File: src/hdl/icz_pkg.sv
`timescale 1ns / 1ps
package icz_pkg;

  localparam int KMAX            = 5;
  localparam int COEF_W          = 12;
  localparam int SAMPLE_W        = 16;
  localparam int RESULT_W        = 32;
  localparam int PROD_W          = 28;
  localparam int REG_W           = 64;
  localparam int KROW_W          = 60;
  localparam int WIDTH_REG_W     = 11;
  localparam int HEIGHT_W        = 16;
  localparam int BANK_W          = 3;
  localparam int ADDR_W          = 6;
  localparam int QDEPTH          = 4;
  localparam int KERNEL_SIZE_DEF = 3;
  localparam int MAX_WIDTH_DEF   = 1024;

  typedef enum logic [2:0] {
    REG_WIDTH  = 3'd0,
    REG_HEIGHT = 3'd1,
    REG_KROW0  = 3'd2,
    REG_KROW1  = 3'd3,
    REG_KROW2  = 3'd4,
    REG_KROW3  = 3'd5,
    REG_KROW4  = 3'd6
  } reg_idx_t;

  typedef logic [KMAX-1:0][KROW_W-1:0] kern_t;

  // one queued step: line store write, window shift, optional output
  typedef struct packed {
    logic              wr;
    logic              emit;
    logic              last;
    logic              border;
    logic [KMAX-1:0]   row_ok;
    logic [KMAX-1:0]   col_ok;
    logic [BANK_W-1:0] bank;
  } icz_ctrl_t;

endpackage

File: src/hdl/icz_front.sv
`timescale 1ns / 1ps
module icz_front #(
  parameter int K         = 3,
  parameter int MAX_WIDTH = 1024
) (
  input  logic                           clk,
  input  logic                           rst_n,
  input  logic                           in_valid,
  input  logic                           in_mode,
  input  logic signed [15:0]             in_sample,
  output logic                           in_stall,
  input  logic                           restart,
  input  logic [$clog2(MAX_WIDTH+1)-1:0] eff_w,
  input  logic [15:0]                    eff_h,
  input  logic                           q_full,
  output logic                           q_push,
  output icz_pkg::icz_ctrl_t             q_ctrl,
  output logic [15:0]                    q_sample,
  output logic [$clog2(MAX_WIDTH)-1:0]   q_col
);
  import icz_pkg::*;

  localparam int H2 = K / 2;
  localparam int CW = $clog2(MAX_WIDTH);
  localparam int WW = $clog2(MAX_WIDTH+1);
  localparam int FW = $clog2(H2*MAX_WIDTH + H2 + 1);
  localparam int RW = HEIGHT_W + 1;

  logic [HEIGHT_W-1:0] in_row_r, in_row_nxt, out_row_r, out_row_nxt;
  logic [CW-1:0]       in_col_r, in_col_nxt, out_col_r, out_col_nxt, rd_col_r, rd_col_nxt;
  logic [BANK_W-1:0]   bank_r, bank_nxt;
  logic [FW-1:0]       fill_r, fill_nxt, lag;
  logic                accept, frame_done, wr, emit, last, primed;
  logic [WW-1:0]       in_col_p1, rd_col_p1, out_col_p1;
  logic [RW-1:0]       re;
  logic [WW:0]         ce;

  assign in_stall = q_full;

  always_comb begin
    accept     = in_valid && !q_full;
    frame_done = (in_row_r >= eff_h);
    lag        = FW'(eff_w) * FW'(H2) + FW'(H2);
    primed     = (fill_r >= lag);
    wr         = accept && !in_mode && !frame_done;
    emit       = (wr && primed) || (accept && frame_done);
    last       = (out_row_r == eff_h - 16'd1) && (WW'(out_col_r) == eff_w - WW'(1));
    in_col_p1  = WW'(in_col_r) + WW'(1);
    rd_col_p1  = WW'(rd_col_r) + WW'(1);
    out_col_p1 = WW'(out_col_r) + WW'(1);

    in_row_nxt  = in_row_r;
    in_col_nxt  = in_col_r;
    out_row_nxt = out_row_r;
    out_col_nxt = out_col_r;
    rd_col_nxt  = rd_col_r;
    bank_nxt    = bank_r;
    fill_nxt    = fill_r;

    if (wr) begin
      if (in_col_p1 >= eff_w) begin
        in_col_nxt = '0;
        in_row_nxt = in_row_r + 16'd1;
      end else begin
        in_col_nxt = CW'(in_col_p1);
      end
      if (!primed) begin
        fill_nxt = fill_r + FW'(1);
      end
    end
    // the read column runs ahead of the output by the window lag
    if (wr || emit) begin
      if (rd_col_p1 >= eff_w) begin
        rd_col_nxt = '0;
        bank_nxt   = (bank_r == BANK_W'(K-1)) ? '0 : bank_r + BANK_W'(1);
      end else begin
        rd_col_nxt = CW'(rd_col_p1);
      end
    end
    if (emit) begin
      if (last) begin
        in_row_nxt  = '0;
        in_col_nxt  = '0;
        out_row_nxt = '0;
        out_col_nxt = '0;
        rd_col_nxt  = '0;
        bank_nxt    = '0;
        fill_nxt    = '0;
      end else if (out_col_p1 >= eff_w) begin
        out_col_nxt = '0;
        out_row_nxt = out_row_r + 16'd1;
      end else begin
        out_col_nxt = CW'(out_col_p1);
      end
    end
  end

  always_comb begin
    re            = RW'(out_row_r) + RW'(H2);
    ce            = (WW+1)'(out_col_r) + (WW+1)'(H2);
    q_ctrl        = '0;
    q_ctrl.wr     = wr;
    q_ctrl.emit   = emit;
    q_ctrl.last   = last;
    q_ctrl.bank   = bank_r;
    q_ctrl.border = (out_row_r == '0) || (out_col_r == '0) ||
                    (out_row_r == eff_h - 16'd1) || (WW'(out_col_r) == eff_w - WW'(1));
    for (int i = 0; i < K; i++) begin
      q_ctrl.row_ok[i] = (re >= RW'(i)) && ((re - RW'(i)) < RW'(eff_h));
      q_ctrl.col_ok[i] = (ce >= (WW+1)'(i)) && ((ce - (WW+1)'(i)) < (WW+1)'(eff_w));
    end
  end

  assign q_push   = wr || emit;
  assign q_sample = in_sample;
  assign q_col    = rd_col_r;

  always_ff @(posedge clk) begin
    if (!rst_n || restart) begin
      in_row_r  <= '0;
      in_col_r  <= '0;
      out_row_r <= '0;
      out_col_r <= '0;
      rd_col_r  <= '0;
      bank_r    <= '0;
      fill_r    <= '0;
    end else begin
      in_row_r  <= in_row_nxt;
      in_col_r  <= in_col_nxt;
      out_row_r <= out_row_nxt;
      out_col_r <= out_col_nxt;
      rd_col_r  <= rd_col_nxt;
      bank_r    <= bank_nxt;
      fill_r    <= fill_nxt;
    end
  end
endmodule

File: config.mk
export PLATFORM = sky130hd
export DESIGN_NAME = icz_front
export DESIGN_NICKNAME = d
export VERILOG_FILES = /design/src/hdl/icz_pkg.sv /design/src/hdl/icz_front.sv
export SDC_FILE = /design/constraint.sdc
export NUM_CORES = 1
export LEC_CHECK = 0
export BUFFER_PORTS_ARGS = -buffer_cell sky130_fd_sc_hd__buf_2
export CAP_MARGIN = 20
export CORE_ASPECT_RATIO = 1.5
export CORE_MARGIN = 5
export CORE_UTILIZATION = 66
export DETAILED_ROUTE_END_ITERATION = 8
export PLACE_DENSITY = 0.88
export SYNTH_ARGS = -nofsm -noshare
export SYNTH_HDL_FRONTEND = slang
export SYNTH_SLANG_ARGS = --single-unit
File: constraint.sdc
create_clock -name clk -period 7.7 [get_ports clk]
set_input_delay 1.54 -clock clk [delete_from_list [all_inputs] [get_ports clk]]
set_output_delay 1.54 -clock clk [all_outputs]
set_load 0.05 [all_outputs]
== Word level (Yosys, flattened, before mapping) ==
Index checks and enable logic that the tools add are counted.

* Eq/ne operators: 3
* Add/subtract/negate cells: 16
* Shift-type cells: 0
* Multiply operators: 0
* Div/mod/pow operators: 0
* Muxes and demuxes: 25
* $lt $le $gt $ge: 17
* Reduce and logical (&&, ||, !) cells: 26
* Bitwise operators: 0

{| class="wikitable"
|+ Operator list
! cell !! number
|-
| 10-bit two-way mux || 10
|-
| 16-bit two-way mux || 6
|-
| 17-bit by 16-bit < comparator with 1-bit output || 3
|-
| 10-bit by 1-bit adder with 11-bit output, second input constant || 4
|-
| 11-bit greater-or-equal comparator || 4
|-
| 11-bit two-way mux || 4
|-
| 17-bit by 1-bit greater-or-equal comparator with 1-bit output, second input constant || 2
|-
| 16-bit by 1-bit adder with 16-bit output, second input constant || 2
|-
| 12-bit by 11-bit < comparator with 1-bit output || 2
|-
| 11-bit by 1-bit adder with 11-bit output, second input constant || 2
|-
| 11-bit by 1-bit greater-or-equal comparator with 1-bit output, second input constant || 2
|-
| 16-bit by 1-bit adder with 17-bit output, second input constant || 1
|-
| 17-bit by 2-bit greater-or-equal comparator with 1-bit output, second input constant || 1
|-
| 17-bit by 1-bit subtractor with 17-bit output, second input constant || 1
|-
| 17-bit by 2-bit subtractor with 17-bit output, second input constant || 1
|-
| 16-bit equality test || 1
|-
| 16-bit greater-or-equal comparator || 1
|-
| 16-bit zero test || 1
|-
| 16-bit by 1-bit subtractor with 16-bit output, second input constant || 1
|-
| 3-bit two-way mux || 5
|-
| 1-bit logical AND || 12
|-
| 11-bit by 1-bit subtractor with 12-bit output, second input constant || 1
|-
| 11-bit by 2-bit subtractor with 12-bit output, second input constant || 1
|-
| 10-bit by 11-bit equality test with 1-bit output || 1
|-
| 10 further kinds || 18
|}

* Bits in latches: 0
* Bits of input ports: 49
* Word-level logic and storage cells: 94
* Register bits: 76
* Output and inout port bits: 45
* Memory bits (read-only): 0
* Memory bits (writable): 0
* Memories kept: 0

== Longest topological paths before layout ==
* Depth after elaboration: 10
* Mapped depth: 17
* Gate-level depth less buffers: 16

== Worst setup path after synthesis ==
OpenSTA, ideal clock, no wires.

* Path kind: register to output
* From: reg out_row_r[0]
* To: out q_ctrl[10] (netlist bit)
* Path slack: 1.896 ns
* Cell stages (with the launch flop): 17
* Data required time: 6.160 ns
* Buffers on the path: 1
* Arrival time: 4.264 ns
* Cells stage by stage: dfxtp_1 clkbuf_1 inv_1 ha_1 inv_1 ha_1 and3_1 nand4_1 or3_1 nor3_1 xor2_1 ha_1 o21ai_0 a2111oi_0 a21oi_1 o21ai_0 nor3_1

{| class="wikitable"
|+ RTL lines
! item !! RTL line !! text
|-
| start, declared || icz_front.sv:29 || <nowiki>logic [HEIGHT_W-1:0] in_row_r, in_row_nxt, out_row_r, out_row_nxt;</nowiki>
|-
| start signal, assigned || icz_front.sv:130 || <nowiki>out_row_r <= out_row_nxt;</nowiki>
|-
| end, declared || icz_front.sv:17 || <nowiki>output icz_pkg::icz_ctrl_t q_ctrl,</nowiki>
|}

==> flow_summary.yaml <==
final_layout:
  final_common_cell: "ha_1"
  final_cell_mix: "ha_1, nor2_1, xnor2_1"
  drive_gt1_share_pct: 7.33
  fillers: 1095
  layout.nets: 1366
  stdcell_area_um2: 9480
  fin_cells: 1335
  area_growth_syn_to_layout_pct: 4.69
  insertedDiodeCount: 0
timing:
  skew_ns: 0.00919
  relSlewSlack_pct: 37.0
  drv_slew: 0
  period_share_pct: 80.8
  period_minus_slack_ns: 6.22
  rsz0062_at_grt: "no"
  hold_viol_final: 0
  fin_setup_tns_ns: 0
  worst_pin_slew_ns: 0.941
  fmax_mhz: 161
  setup_viol_count_final: 0
die:
  core-area_um2: 13500
  die_w_um: 106
  std_cell_rows: 52
  die_h_um: 153
  fp.dieArea_um2: 16200
  initial_core_util_pct: 67.2
  io_pins: 94
clocking:
  clk_pin_slew_ns: 0.06
  root_buffer: "clkbuf_16"
  cts_buffer_depth: 2
  cts.sinks: 76
  htreeDepth: 3
  clk_latency_ns: 0.34
  cts.repair.resized: 0
  cts_tree: "yes"
  cts_made_buffers: 9
  post_cts_buffers: 0
  cts.hold.buffers_added: 0
place:
  dpl.hpwl_um: 17800
  place_area_um2: 9190
  port_buffers: 57
  gp_congestion: 0.955
  place_inst: 1318
drt:
  wl_met2_um: 11300
  drcViolationCount: 0
  vias: 8443
  wl_met3_um: 1080
  top_layer: "met4"
  drtIter0Drc: 410
  vias_per_cell: 6.32
  final_antenna_net_count: 0
  routed_wl_um: 22300
  drt-wirelength-per-cell_um: 16.7
  wl_met1_um: 8630
  first_pass_iters: 5
critical_path:
  start_kind: "flop"
  crit_type: "flop to primary output"
  crit_path_end_kind: "primary output"
  rrSetupSlack_ns: 3.48
  cp_max_fo: 12
  arrival_ns: 4.68
  required_ns: 6.16
yosys:
  ys_warn_count: 0
  synth.ff_latch_count: 76
  yosysUniqueCellTypes: 63
  synthXorXnorAreaFrac_pct: 14.8
  yosysSeqAreaShare_pct: 16.8
  synth_edf_count: 0
  synthFlopType: "dfxtp_1"
  synth_fa_ha_area_share_pct: 20.6
  synth_top_family_by_area: "simple AND/OR/NAND/NOR gates"
  syn_avg_cell_area_um2: 7.76
  netlist_area_um2: 9050
  synthSimpleGateAreaFrac_pct: 24.6
  postSynthCellCount: 1166
  synth_compound_area_share_pct: 15.1
  muxShareOfSynthArea_pct: 0.885
  synthArstFlopShare_pct: 0
power:
  peakVddDrop_v: 0.000103
  leakage_nw: 4.43
  power_mw: 0.931
  power_density_nw_per_um2: 98.2
run:
  maxCapViolCount: 0
run_status:
  status: "finished clean"
grt:
  track_usage_pct: 27.3
  grt_overflow: 0
  grt_max_degree: 35
  antenna_found_initial: 0
  grt_pass1_wl_um: 37200
  grt_pass1_vias: 8274
worst_hold_path:
  hold_class: "flop to flop"
==> where the power goes <==
group          internal [mW]  total [mW]  switching, mW
Combinational         0.0485       0.138         0.0899
Clock                  0.228       0.398          0.171
Sequential             0.393       0.394       0.000535
==> worst paths after layout <==
path / start / endpoint / depth (start not counted)
worst max-delay path: out_row_r[0] / q_ctrl[10] / 15
worst min-delay path: fill_r[5] / fill_r[5] / 2
worst max register to register: out_col_r[0] / in_col_r[4] / 9
worst min register to register: fill_r[5] / fill_r[5] / 2
==> per-stage QoR <==
stage	setup WS, ns	hold WS, ns	util, %
after detailed placement	1.70	0.501	68.3
final	1.48	0.508	70.4
after floorplan	1.90	0.471	-
after CTS	1.57	0.507	70.3
after global placement	1.79	0.485	68.3
after global routing	1.25	0.547	70.4
==> area by class of cell <==
type	instances	area, um2	share of cell area (%)
Inverter	68	255	2.69
Clock inverter	5	35.0	0.370
Sequential cell	76	1520	16.1
Clock buffer	11	243	2.56
Multi-Input combinational cell	952	6910	72.9
Tap cell	162	203	2.14
Timing Repair Buffer	61	313	3.30
==> cell families after synthesis <==
group           Yosys count
flops                    76
xor+xnor                151
fa+ha+maj               149
compound gates          212
mux                       8
other cells               1
simple gates            428
buf+inv                 141
==> metal layers <==
metal / up-vias / global-route usage (%)
met4: 0 / 17.8
met2: 305 / 49.4
met3: 92 / 3.80
met1: 3920 / 29.3
met5: - / 0
li1: 4126 / -
==> synthesized netlist by cell type, types with 8 or more instances <==
master	n	area share [%]
dfxtp_1	76	17
a31oi_1	8	0.55
nand3b_1	11	0.91
nand2b_1	19	1.3
a21o_1	20	1.7
nand3_1	44	2.4
nand2_1	76	3.2
nor2_1	99	4.1
xnor2_1	92	8.9
buf_4	26	2.2
o21ai_0	51	2.8
xor2_1	58	5.6
nor3_1	41	2.3
nor2b_1	19	1.3
mux2i_1	8	0.88
ha_1	149	21
or3_1	10	0.69
o211ai_1	9	0.75
clkbuf_1	38	1.6
a21oi_1	57	3.2
nor4_1	17	1.2
and3_1	32	2.2
inv_1	67	2.8
a22oi_1	10	0.83
o21a_1	9	0.75
a32o_1	15	1.7
nand4_1	24	1.7
==> worst max-delay path: stages, from the launching register on <==
cell and delay (ns):
dfxtp_1 0.45, ha_1 0.29, and3_1 0.25, xnor2_1 0.59, and3_1 0.31, nand4_1 0.20, or3_1 0.43, nor3_1 0.26
xor2_1 0.14, ha_1 0.30, o21ai_0 0.11, a2111oi_0 0.47, a21oi_1 0.13, o21ai_0 0.10, nor3_1 0.08, buf_2 0.21
==> registers in the layout, summed over array words and instances (netlist names) <==
register and count:
in_row_r 16, out_row_r 16, fill_r 11, in_col_r 10, out_col_r 10, q_col 10, bank_r 3
Power figures use the tool's default switching activity.
