File: src/hdl/icz_fifo.sv
`timescale 1ns / 1ps
module icz_fifo #(
  parameter int W     = 8,
  parameter int DEPTH = 4
) (
  input  logic         clk,
  input  logic         rst_n,
  input  logic         push,
  input  logic [W-1:0] din,
  output logic         full,
  input  logic         pop,
  output logic [W-1:0] dout,
  output logic         empty
);
  localparam int PW = $clog2(DEPTH);

  logic [W-1:0]  mem_r [DEPTH];
  logic [PW-1:0] wp_r, rp_r;
  logic [PW:0]   cnt_r;

  assign full  = (cnt_r == (PW+1)'(DEPTH));
  assign empty = (cnt_r == '0);
  assign dout  = mem_r[rp_r];

  always_ff @(posedge clk) begin
    if (push) begin
      mem_r[wp_r] <= din;
    end
  end

  always_ff @(posedge clk) begin
    if (!rst_n) begin
      wp_r  <= '0;
      rp_r  <= '0;
      cnt_r <= '0;
    end else begin
      if (push) begin
        wp_r <= wp_r + PW'(1);
      end
      if (pop) begin
        rp_r <= rp_r + PW'(1);
      end
      if (push && !pop) begin
        cnt_r <= cnt_r + (PW+1)'(1);
      end else if (pop && !push) begin
        cnt_r <= cnt_r - (PW+1)'(1);
      end
    end
  end
endmodule

File: config.mk
export PLATFORM = sky130hd
export DESIGN_NAME = icz_fifo
export DESIGN_NICKNAME = d
export VERILOG_FILES = /design/src/hdl/icz_fifo.sv
export SDC_FILE = /design/constraint.sdc
export NUM_CORES = 1
export LEC_CHECK = 0
export ABC_CLOCK_PERIOD_IN_PS = 2450
export BUFFER_PORTS_ARGS = -buffer_cell sky130_fd_sc_hd__buf_2
export CAP_MARGIN = 20
export CELL_PAD_IN_SITES_DETAIL_PLACEMENT = 1
export CELL_PAD_IN_SITES_GLOBAL_PLACEMENT = 2
export CORE_MARGIN = 3
export CORE_UTILIZATION = 41
export CTS_CLUSTER_DIAMETER = 200
export DETAILED_ROUTE_END_ITERATION = 10
export MAX_ROUTING_LAYER = met4
export PLACE_DENSITY = 0.74
export SLEW_MARGIN = 20
export SYNTH_ARGS = -nofsm -noshare
export SYNTH_HDL_FRONTEND = slang
export SYNTH_SLANG_ARGS = --single-unit
File: constraint.sdc
create_clock -name clk -period 2.45 [get_ports clk]
set_clock_uncertainty 0.2 [all_clocks]
set_input_delay 0.6125 -clock clk [delete_from_list [all_inputs] [get_ports clk]]
set_output_delay 0.6125 -clock clk [all_outputs]
set_load 0.02 [all_outputs]
# After elaboration in Yosys (flattened, before gate mapping)

Memories as Yosys holds them, arrays and structs flattened. A register that Yosys moved wholly into a read port is not among the register bits.
Index checks and enable logic that the tools add are counted.

Reductions and logical operators: 6
$add $sub $neg: 4
Muxes and demuxes: 6
Equal/unequal tests: 1

Operators with widths:

| cell                                                               | count |
|---|---|
| 3-bit 2-to-1 mux                                                   | 2 |
| 2-bit by 1-bit adder with 2-bit output, second input constant      | 2 |
| 2-bit 2-to-1 mux                                                   | 2 |
| 3-bit by 1-bit adder with 3-bit output, second input constant      | 1 |
| 3-bit equality test, second input constant                         | 1 |
| 3-bit logical NOT                                                  | 1 |
| 3-bit by 1-bit subtractor with 3-bit output, second input constant | 1 |
| 1-bit logical AND                                                  | 2 |
| 1-bit logical NOT                                                  | 2 |
| 1-bit 2-to-1 mux                                                   | 2 |
| 2-bit nonzero test                                                 | 1 |

Bits of input ports: 12
Bits in registers: 7
Memories kept: 1
Output and inout port bits: 10
RAM bits: 32
Word-level logic and storage cells: 21

Memory list:

| name  | words | bits a word | read ports | clocked after Yosys merged registers in | write ports | RTL line | RTL |
|---|---|---|---|---|---|---|---|
| mem_r | 4     | 8           | 1          | 1                                       | 1           | 17       | `logic [W-1:0] mem_r [DEPTH];` |

# Depth between registers and ports, before layout

Gate-level depths: netlist of the first run.

Depth after elaboration: 4
Depth in mapped cells: 7
Mapped depth without buffers: 7

# Least setup slack after synthesis of the first run

No wires, ideal clock.

Path kind: in2reg
Start: input port pop
End: register cnt_r[2]
Slack: 0.378 ns
Buffers on the path: 0
Stages: 7
Data arrival time: 1.802 ns
Path through: inv_1 ha_1 inv_1 fa_1 xor2_1 or3_1 a21boi_1

Longest elaborated chain between the ends: 3
Elaborated cells on any way between the ends: 5

RTL lines:

| element                                                       | RTL line | RTL |
|---|---|---|
| start: declaration                                            | 11       | `input logic pop,` |
| 1-bit logical NOT                                             | 43       | `if (push && !pop) begin` |
| 1-bit logical AND                                             | 43       |  |
| 3-bit 2-to-1 mux / 2-bit nonzero test (equally long branches) | n/a      |  |
| end signal: assignment                                        | 44       | `cnt_r <= cnt_r + (PW+1)'(1);` |
| end signal: assignment                                        | 46       | `cnt_r <= cnt_r - (PW+1)'(1);` |
| end: declaration                                              | 19       | `logic [PW:0] cnt_r;` |

Parallel ways exist; a longest one is shown, timed or not.
A chain may end at the register's enable or synchronous reset.

==> results of run 1 <==
cell usage after synthesis (all sizes together):
cell type  number  area, um^2
ha              5        62.6
xnor2           2        17.5
clkbuf          1        5.00
xor2            3        26.3
nor3            1        5.00
mux4            8         180
dfxtp           9         180
o21ai           1        5.00
nor2b           2        12.5
nor3b           1        7.51
a21boi          1        7.51
edfxtp         32         961
buf             1        11.3
and2            9        56.3
inv             4        15.0
or3             1        6.26
nand2           1        3.75
fa              1        20.0
mux2i           2        20.0
final timing paths:
check | start | endpoint | slack, ns | cells past startpoint
worst max register to register | cnt_r[0]$_SDFFE_PN0P_ | cnt_r[2]$_SDFFE_PN0P_ | 0.75 | 4
worst min register to register | cnt_r[2]$_SDFFE_PN0P_ | cnt_r[2]$_SDFFE_PN0P_ | 0.32 | 2
worst max-delay path | flip-flop | dout[1] | 0.16 | 3
worst min-delay path | cnt_r[2]$_SDFFE_PN0P_ | cnt_r[2]$_SDFFE_PN0P_ | 0.32 | 2
power by group:
| part | internal (uW) | switching, uW |
|---|---|---|
| Sequential | 794 | 27.3 |
| Clock | 302 | 221 |
| Combinational | 92.7 | 105 |
critical path: cells and delay by family (launching register included):
kind / cells / cell delay, ns
flip-flops: 1 / 0.34
buffers and inverters: 2 / 0.34
multiplexers: 1 / 0.51
kinds of logic after synthesis:
kind of cell	after synthesis	synth area share (%)
compound gates	2	0.781
simple gates	15	5.70
flops	41	71.2
xor+xnor	5	2.73
mux	10	12.5
buf+inv	6	1.95
fa+ha+maj	6	5.15
layout make-up:
class,instances,area [um^2]
fillers,360,1840
flip-flops and latches,41,1140
multi-input cells,38,430
repair buffers,23,120
clock buffers,6,72.6
well taps,48,60.1
clock inverters,2,35.0
inverters,4,15.0
routing by layer:
metal	part of all wire, %	GRT usage, %	vias to the layer above
met5	0	-	-
met4	2.6	8.19	0
met3	4.5	4.38	7
met2	52	21.2	17
met1	41	14.5	377
li1	-	-	371
sequential cells by signal, summed over array words and instances, names as in the netlist, named ones only:
name   cells
cnt_r      3
rp_r       2
mem_r     32
wp_r       2
per-stage QoR:
step	utilization (%)	total power [uW]
after floorplan	-	971
after global placement	47.5	1040
after detailed placement	47.5	1040
after CTS	50.4	1560
after global routing	50.4	1610
final	50.4	1540
==> results.md, run 1 <==
* Area after DPL at 0.00177 mm^2
* Root Buffer: clkbuf_8
* Syn_nets at 103
* Fin nets at 131
* Power Dens Cells at 823 mW/mm^2
* Total gr overflow at 0
* First-pass GRT wire length at 4060 um
* Routed len/inst at 15.5 um
* Cells along the critical path: buf_4 > mux4_2 > buf_2
* Seq/Total Area, Yosys at 71.2%
* Max-slew violations at 0
* CP max stage cell: mux4_2
* Chip width at 68.5 um
* Initial Util at 43.1%
* GRT Resource Usage Total at 13.4%
* Leading cell types in the layout, fill and taps excluded: edfxtp_1 (32), buf_2 (21), and2_1 (9), dfxtp_1 (9), mux4_2 (8)
* IO Port Bufs at 21
* Final WL at 2510 um
* Clock Path Buffers at 2
* Synth Register Bits at 41
* Clk_lat worst skew at 0.29 ns
* Initial antenna violation count at 0
* Tmin final at 2.29 ns
* Gpl congestion at 0.658
* Placed cells at 154
* Final instance area at 0.00187 mm^2
* Initial DRC Count at 19
* Setup tns final at 0 ns
* Final setup fails at 0
* Cells after Synth at 85
* CTS Hold Bufs at 0
* TritonCTS clock tree: done
* Post-route worst setup slack at 0.155 ns
* Max Freq at 436 MHz
* Outcome: finished clean
* CTS Sinks at 41
* Num CTS Buffers at 5
* Setup Buffers After CTS at 0
* Worst-Margin Slew at 0.435 ns
* CP startpoint kind: flip-flop
* Pre-CTS WS at 0.149 ns
* Chip height at 68.5 um
* Worst EP required at 1.64 ns
* Core Region at 0.00372 mm^2
* Hold WC Path Type: reg2reg
* IO Count at 22
* DR vias/cell at 4.77
* ANT cells at 0
* # DRC at 0
* Leakage at 0.000690 uW
* Synth Area per Inst at 18.9 um^2
* WP data arrival at 1.48 ns
* Largest net degree at the start of global routing at 14
* Fraction of layout cells with a size suffix above 1 at 33.3%
* CP endpoint kind: primary output
* Mapped cell area at 0.00160 mm^2
* Clock slew at reported path FFs at 0.07 ns
* Non-filler cells, final at 162
* Commonest non-fill, non-tap cell in the layout: edfxtp_1
* Yosys warning total at 0
* Hold Slack at 0.316 ns
* Vias in the first global route at 850
* Critical path's largest stage delay at 0.51 ns
* Max VDD drop at 0.304 mV
* Resize count post-CTS at 0
* Ratio of final minimum period to clock period at 93.7%
* First-pass DRT Iterations at 4
* Routed vias at 772
* Final hold viol count at 0
* Unrepaired setup endpoints after global routing: no
* HPWL after detailed placement at 1840 um
* DIE AREA at 0.00470 mm^2
* Distinct cells, synth at 19
* Critical path fanouts, max at 4
* Critical path type: reg2out
* Area delta synth->final at 16.9%
* Post-route ant nets at 0
* # rows at 22
* H-tree depth at 2
* Total of max-cap violations at 0
* Slew HR at 71.0%
Power figures use the tool's default switching activity.
==> run 2, diff against run 1 <==
--- a/config.mk
+++ b/config.mk
@@ -10,6 +10,7 @@
 export CAP_MARGIN = 20
 export CELL_PAD_IN_SITES_DETAIL_PLACEMENT = 1
 export CELL_PAD_IN_SITES_GLOBAL_PLACEMENT = 2
+export CORE_ASPECT_RATIO = 0.6
 export CORE_MARGIN = 3
 export CORE_UTILIZATION = 41
 export CTS_CLUSTER_DIAMETER = 200
==> run 2 against run 1 <==
Net effect:
- worst setup slack worse by 0.0092 ns
- register-to-register slack hardly changed
- via count is 0.52% higher
- combinational power hardly changed
- fmax is 0.40% lower
- clock power is 2% lower
- sequential power hardly changed
- largest cell class unchanged
- highest routed layer unchanged
==> results.md, run 2 (same netlist as run 1, synthesis figures left out) <==
* Outcome: finished clean
* DIE AREA at 0.00472 mm^2
* Post-route ant nets at 0
* Initial Util at 46.0%
* CTS Hold Bufs at 0
* Power Dens Cells at 824 mW/mm^2
* Setup tns final at 0 ns
* Final hold viol count at 0
* Core Region at 0.00348 mm^2
* Tmin final at 2.30 ns
* TritonCTS clock tree: done
* Root Buffer: clkbuf_8
* Critical path type: reg2out
* HPWL after detailed placement at 1980 um
* Routed len/inst at 17.1 um
* Clock slew at reported path FFs at 0.07 ns
* Global route hottest layer: met2
* Top flop regs: mem_r x32, cnt_r x3
* CP max stage cell: mux4_2
* Met2 usage at 23.0%
* # rows at 16
* Layout fillers at 329
* Max FFs per register at 32
* GRT Resource Usage Total at 13.7%
* # DRC at 0
* Fin nets at 130
* Max VDD drop at 0.467 mV
* Max Freq at 434 MHz
* Area delta synth->final at 16.2%
* H-tree depth at 2
* Worst EP required at 1.64 ns
* Setup Buffers After CTS at 0
* CTS Sinks at 41
* Vias in the first global route at 820
* CP endpoint kind: primary output
* Top reg by flops: mem_r
* Slew HR at 68.1%
* Critical path fanouts, max at 8
* IO Port Bufs at 21
* DR vias/cell at 4.91
* Cells along the critical path: buf_4 > mux4_2 > buf_2
* WP data arrival at 1.49 ns
* Commonest non-fill, non-tap cell in the layout: edfxtp_1
* GR Layer Usage met1 at 15.9%
* First-pass DRT Iterations at 4
* Final setup fails at 0
* Total gr overflow at 0
* Fraction of layout cells with a size suffix above 1 at 31.9%
* Clock Path Buffers at 2
* CP startpoint kind: flip-flop
* Resize count post-CTS at 0
* Leakage at 0.000683 uW
* R2R cell count at 4
* Hold Path Stages at 2
* Hold Slack at 0.317 ns
* Critical path's largest stage delay at 0.52 ns
* Gpl congestion at 0.727
* Clk_lat worst skew at 0.28 ns
* ANT cells at 0
* Ratio of final minimum period to clock period at 94.0%
* IO Count at 22
* Final WL at 2710 um
* Largest net degree at the start of global routing at 13
* Routed vias at 776
* Unrepaired setup endpoints after global routing: no
* Max-slew violations at 0
* Hold WC Path Type: reg2reg
* First-pass GRT wire length at 4260 um
* Initial DRC Count at 11
* Num CTS Buffers at 5
* Worst-Margin Slew at 0.478 ns
* Met3 GRT Util at 4.51%
* Total of max-cap violations at 0
* Chip width at 86.7 um
* Chip height at 54.4 um
* Leading cell types in the layout, fill and taps excluded: edfxtp_1 (32), buf_2 (21), and2_1 (9), dfxtp_1 (9), mux4_2 (8)
* Initial antenna violation count at 0
[run 2: layout make-up]
cell class	instances	area, um^2	area share, %
clock inverters	2	33.8	1.81
flip-flops and latches	41	1140	61.3
clock buffers	6	72.6	3.90
multi-input cells	38	430	23.1
inverters	4	15.0	0.806
well taps	45	56.3	3.02
repair buffers	22	113	6.05
[run 2: power by group]
part           leakage (uW)  internal (uW)  total (uW)  switching [uW]
clock network     0.0000528            301         511             210
logic              0.000261           91.5         201             109
registers          0.000368            794         822            27.8
[run 2: worst paths after layout]
check                        startpoint                     to  slack [ns]
setup / recovery              flip-flop                dout[6]        0.15
hold / removal    cnt_r[2]$_SDFFE_PN0P_  cnt_r[2]$_SDFFE_PN0P_        0.32
setup reg to reg  cnt_r[0]$_SDFFE_PN0P_  cnt_r[2]$_SDFFE_PN0P_        0.74
hold reg to reg   cnt_r[2]$_SDFFE_PN0P_  cnt_r[2]$_SDFFE_PN0P_        0.32
[run 2: critical path, delay by kind of cell (launching register included)]
kind / cells / cell delay (ns)
multiplexers: 1 / 0.52
buffers and inverters: 2 / 0.37
flip-flops: 1 / 0.31
[run 2: per-stage QoR]
| step | worst slack, ns | instance area, um^2 | power, uW | util (%) | cells |
|---|---|---|---|---|---|
| global placement | 0.198 | 1760 | 1030 | 50.4 | 150 |
| detailed placement | 0.120 | 1760 | 1040 | 50.4 | 150 |
| global route | 0.0449 | 1860 | 1610 | 53.4 | 158 |
| CTS | 0.0992 | 1860 | 1560 | 53.4 | 158 |
| finish | 0.146 | 1860 | 1530 | 53.4 | 158 |
| floorplan | 0.378 | 1600 | 971 | - | 85 |
[run 2: routing by layer]
| metal | wire (um) | part of all wire (%) |
|---|---|---|
| met4 | 38 | 1.4 |
| met5 | 0 | 0 |
| met2 | 1350 | 50 |
| met1 | 1220 | 45 |
| met3 | 106 | 3.9 |
==> run 3, diff against run 2 <==
--- a/config.mk
+++ b/config.mk
@@ -5,14 +5,14 @@
 export SDC_FILE = /design/constraint.sdc
 export NUM_CORES = 1
 export LEC_CHECK = 0
+export ABC_AREA = 1
 export ABC_CLOCK_PERIOD_IN_PS = 2450
 export BUFFER_PORTS_ARGS = -buffer_cell sky130_fd_sc_hd__buf_2
 export CAP_MARGIN = 20
 export CELL_PAD_IN_SITES_DETAIL_PLACEMENT = 1
 export CELL_PAD_IN_SITES_GLOBAL_PLACEMENT = 2
-export CORE_ASPECT_RATIO = 0.6
 export CORE_MARGIN = 3
-export CORE_UTILIZATION = 41
+export CORE_UTILIZATION = 37
 export CTS_CLUSTER_DIAMETER = 200
 export DETAILED_ROUTE_END_ITERATION = 10
 export MAX_ROUTING_LAYER = met4
==> run 3 against run 2 <==
Net effect:
- final cell count is 34% higher
- clock-buffer cell count stayed put
- die area is 12% higher
- register-to-register slack better by 0.25 ns
- first-iteration DRC count grew to 3.5 times the previous value
- fmax is 2.1% higher
- core utilization is 8.2 points lower
- highest routed layer unchanged
==> results.md, run 3 <==
* Outcome: finished clean
* Chip width at 72.6 um
* Vias in the first global route at 1060
* Crit path to: dout[3]
* Post-synth ARST share at 0%
* Hold Path Origin: rp_r[1]$_SDFFE_PN0P_
* Clk_lat worst skew at 0.29 ns
* WP data arrival at 1.44 ns
* Root Buffer: clkbuf_8
* DIE AREA at 0.00526 mm^2
* DR vias/cell at 4.80
* Hold Slack at 0.269 ns
* Num CTS Buffers at 5
* Max FFs per register at 32
* EDFF count, synth at 32
* Final setup fails at 0
* Placed cells at 204
* Max-slew violations at 0
* HPWL after detailed placement at 2340 um
* IO Port Bufs at 21
* Setup Buffers After CTS at 0
* Post-route worst setup slack at 0.194 ns
* Top reg by flops: mem_r
* Max layer used: met4
* Power Dens Cells at 749 mW/mm^2
* Worst EP required at 1.64 ns
* # rows at 23
* Post-synth top cells: edfxtp_1 (32), nor2_1 (18), o21ai_0 (18), inv_1 (16)
* GRT Resource Usage Total at 13.7%
* Leading cell types in the layout, fill and taps excluded: edfxtp_1 (32), buf_2 (21), nor2_1 (18), o21ai_0 (18), inv_1 (16)
* CTS Hold Bufs at 0
* R2R Path End: mem_r[1][1]$_DFFE_PP_
* Top-area cell type share of the netlist area at 58.6%
* Seq/Total Area, Yosys at 69.6%
* Final hold viol count at 0
* Max VDD drop at 0.308 mV
* CP endpoint kind: primary output
* Met1 wire length at 1480 um
* Area contributors post-synth: edfxtp_1 (59%), dfxtp_1 (11%), o21ai_0 (5.5%)
* Clock Path Buffers at 2
* Top flop regs: mem_r x32, cnt_r x3
* CTS Sinks at 41
* Top-count cell post-synth: edfxtp_1
* FF-to-FF Start: wp_r[1]$_SDFFE_PN0P_
* Area delta synth->final at 14.4%
* R2R cell count at 4
* Hold Path Stages at 1
* Post-synth top area cell: edfxtp_1
* Fraction of layout cells with a size suffix above 1 at 21.6%
* Critical path fanouts, max at 16
* Met3 routed WL at 174 um
* Ratio of final minimum period to clock period at 92.1%
* H-tree depth at 2
* Yosys warning total at 0
* Worst-Margin Slew at 0.387 ns
* Resize count post-CTS at 0
* Initial antenna violation count at 0
* Synth Area per Inst at 12.2 um^2
* Leakage at 0.000751 uW
* Slew HR at 74.2%
* IO Count at 22
* Non-filler cells, final at 212
* Met2 WL at 1570 um
* Total of max-cap violations at 0
* CP startpoint kind: flip-flop
* Max Freq at 443 MHz
* Mapped cell area at 0.00164 mm^2
* Setup tns final at 0 ns
* Initial Util at 39.6%
* Routed vias at 1017
* Core Region at 0.00414 mm^2
* Clock slew at reported path FFs at 0.08 ns
* # DRC at 0
* Unrepaired setup endpoints after global routing: no
* Initial DRC Count at 38
* First-pass GRT wire length at 5130 um
* Reg-to-reg slack, setup at 0.99 ns
* Hold WC Path Type: reg2reg
* Fin nets at 179
* Pre-CTS WS at 0.397 ns
* Commonest non-fill, non-tap cell in the layout: edfxtp_1
* Gpl congestion at 0.788
* First-pass DRT Iterations at 6
* Final WL at 3240 um
* Total gr overflow at 0
* ANT cells at 0
* Syn_nets at 152
* Largest net degree at the start of global routing at 17
* Chip height at 72.6 um
* Cells after Synth at 134
* Routed len/inst at 15.3 um
* Synth Flop Type: edfxtp_1
* Distinct cells, synth at 18
* Tmin final at 2.26 ns
* TritonCTS clock tree: done
* Critical path type: reg2out
* Post-route ant nets at 0
* Synth Register Bits at 41
[run 3: through the flow]
stage / utilization (%) / power [uW] / area (um^2)
finish: 45.2 / 1400 / 1870
global route: 45.2 / 1480 / 1870
CTS: 45.2 / 1420 / 1870
detailed placement: 43.2 / 1000 / 1790
global placement: 43.2 / 997 / 1790
floorplan: - / 937 / 1640
[run 3: worst min-delay path by stage]
| stage | endpoint | slack (ns) |
|---|---|---|
| floorplan | flip-flop | 0.21 |
| global placement | rp_r[1]$_SDFFE_PN0P_ | 0.25 |
| detailed placement | rp_r[1]$_SDFFE_PN0P_ | 0.26 |
| CTS | rp_r[1]$_SDFFE_PN0P_ | 0.27 |
| global route | rp_r[1]$_SDFFE_PN0P_ | 0.29 |
| finish | flip-flop | 0.27 |
[run 3: area by class of cell]
class | instances | area, um^2
multi-input cells | 74 | 412
well taps | 50 | 62.6
repair buffers | 22 | 113
clock buffers | 6 | 72.6
fillers | 480 | 2270
inverters | 17 | 63.8
flip-flops and latches | 41 | 1140
clock inverters | 2 | 10.0
[run 3: cells by family (layout without fill, tap and decap cells)]
family	count (synthesis)	after routing	share of synthesized area, %
AOI/OAI and AO/OA	34	34	11.5
adders and majority gates	6	6	5.04
and+or+nand+nor	34	34	8.63
buffers and inverters	19	47	5.27
DFF	41	41	69.6
[run 3: metal layers]
metal	vias to the layer above	GRT usage, %
li1	520	-
met1	476	16.4
met2	19	21.5
met3	2	4.85
met4	0	4.30
met5	-	-
[run 3: report_power, final]
part           internal, uW  switching [uW]  leakage, uW  total, uW
combinational          59.4             117     0.000337        177
clock                   197             221    0.0000450        418
sequential              787            22.1     0.000369        809
total                  1040             360     0.000751       1400
[run 3: worst max-delay path, cell delays in order, from the launching register on]
cell	delay (ns)
dfxtp_1	0.48
inv_2	0.20
o21ai_0	0.21
o22ai_1	0.10
buf_2	0.17
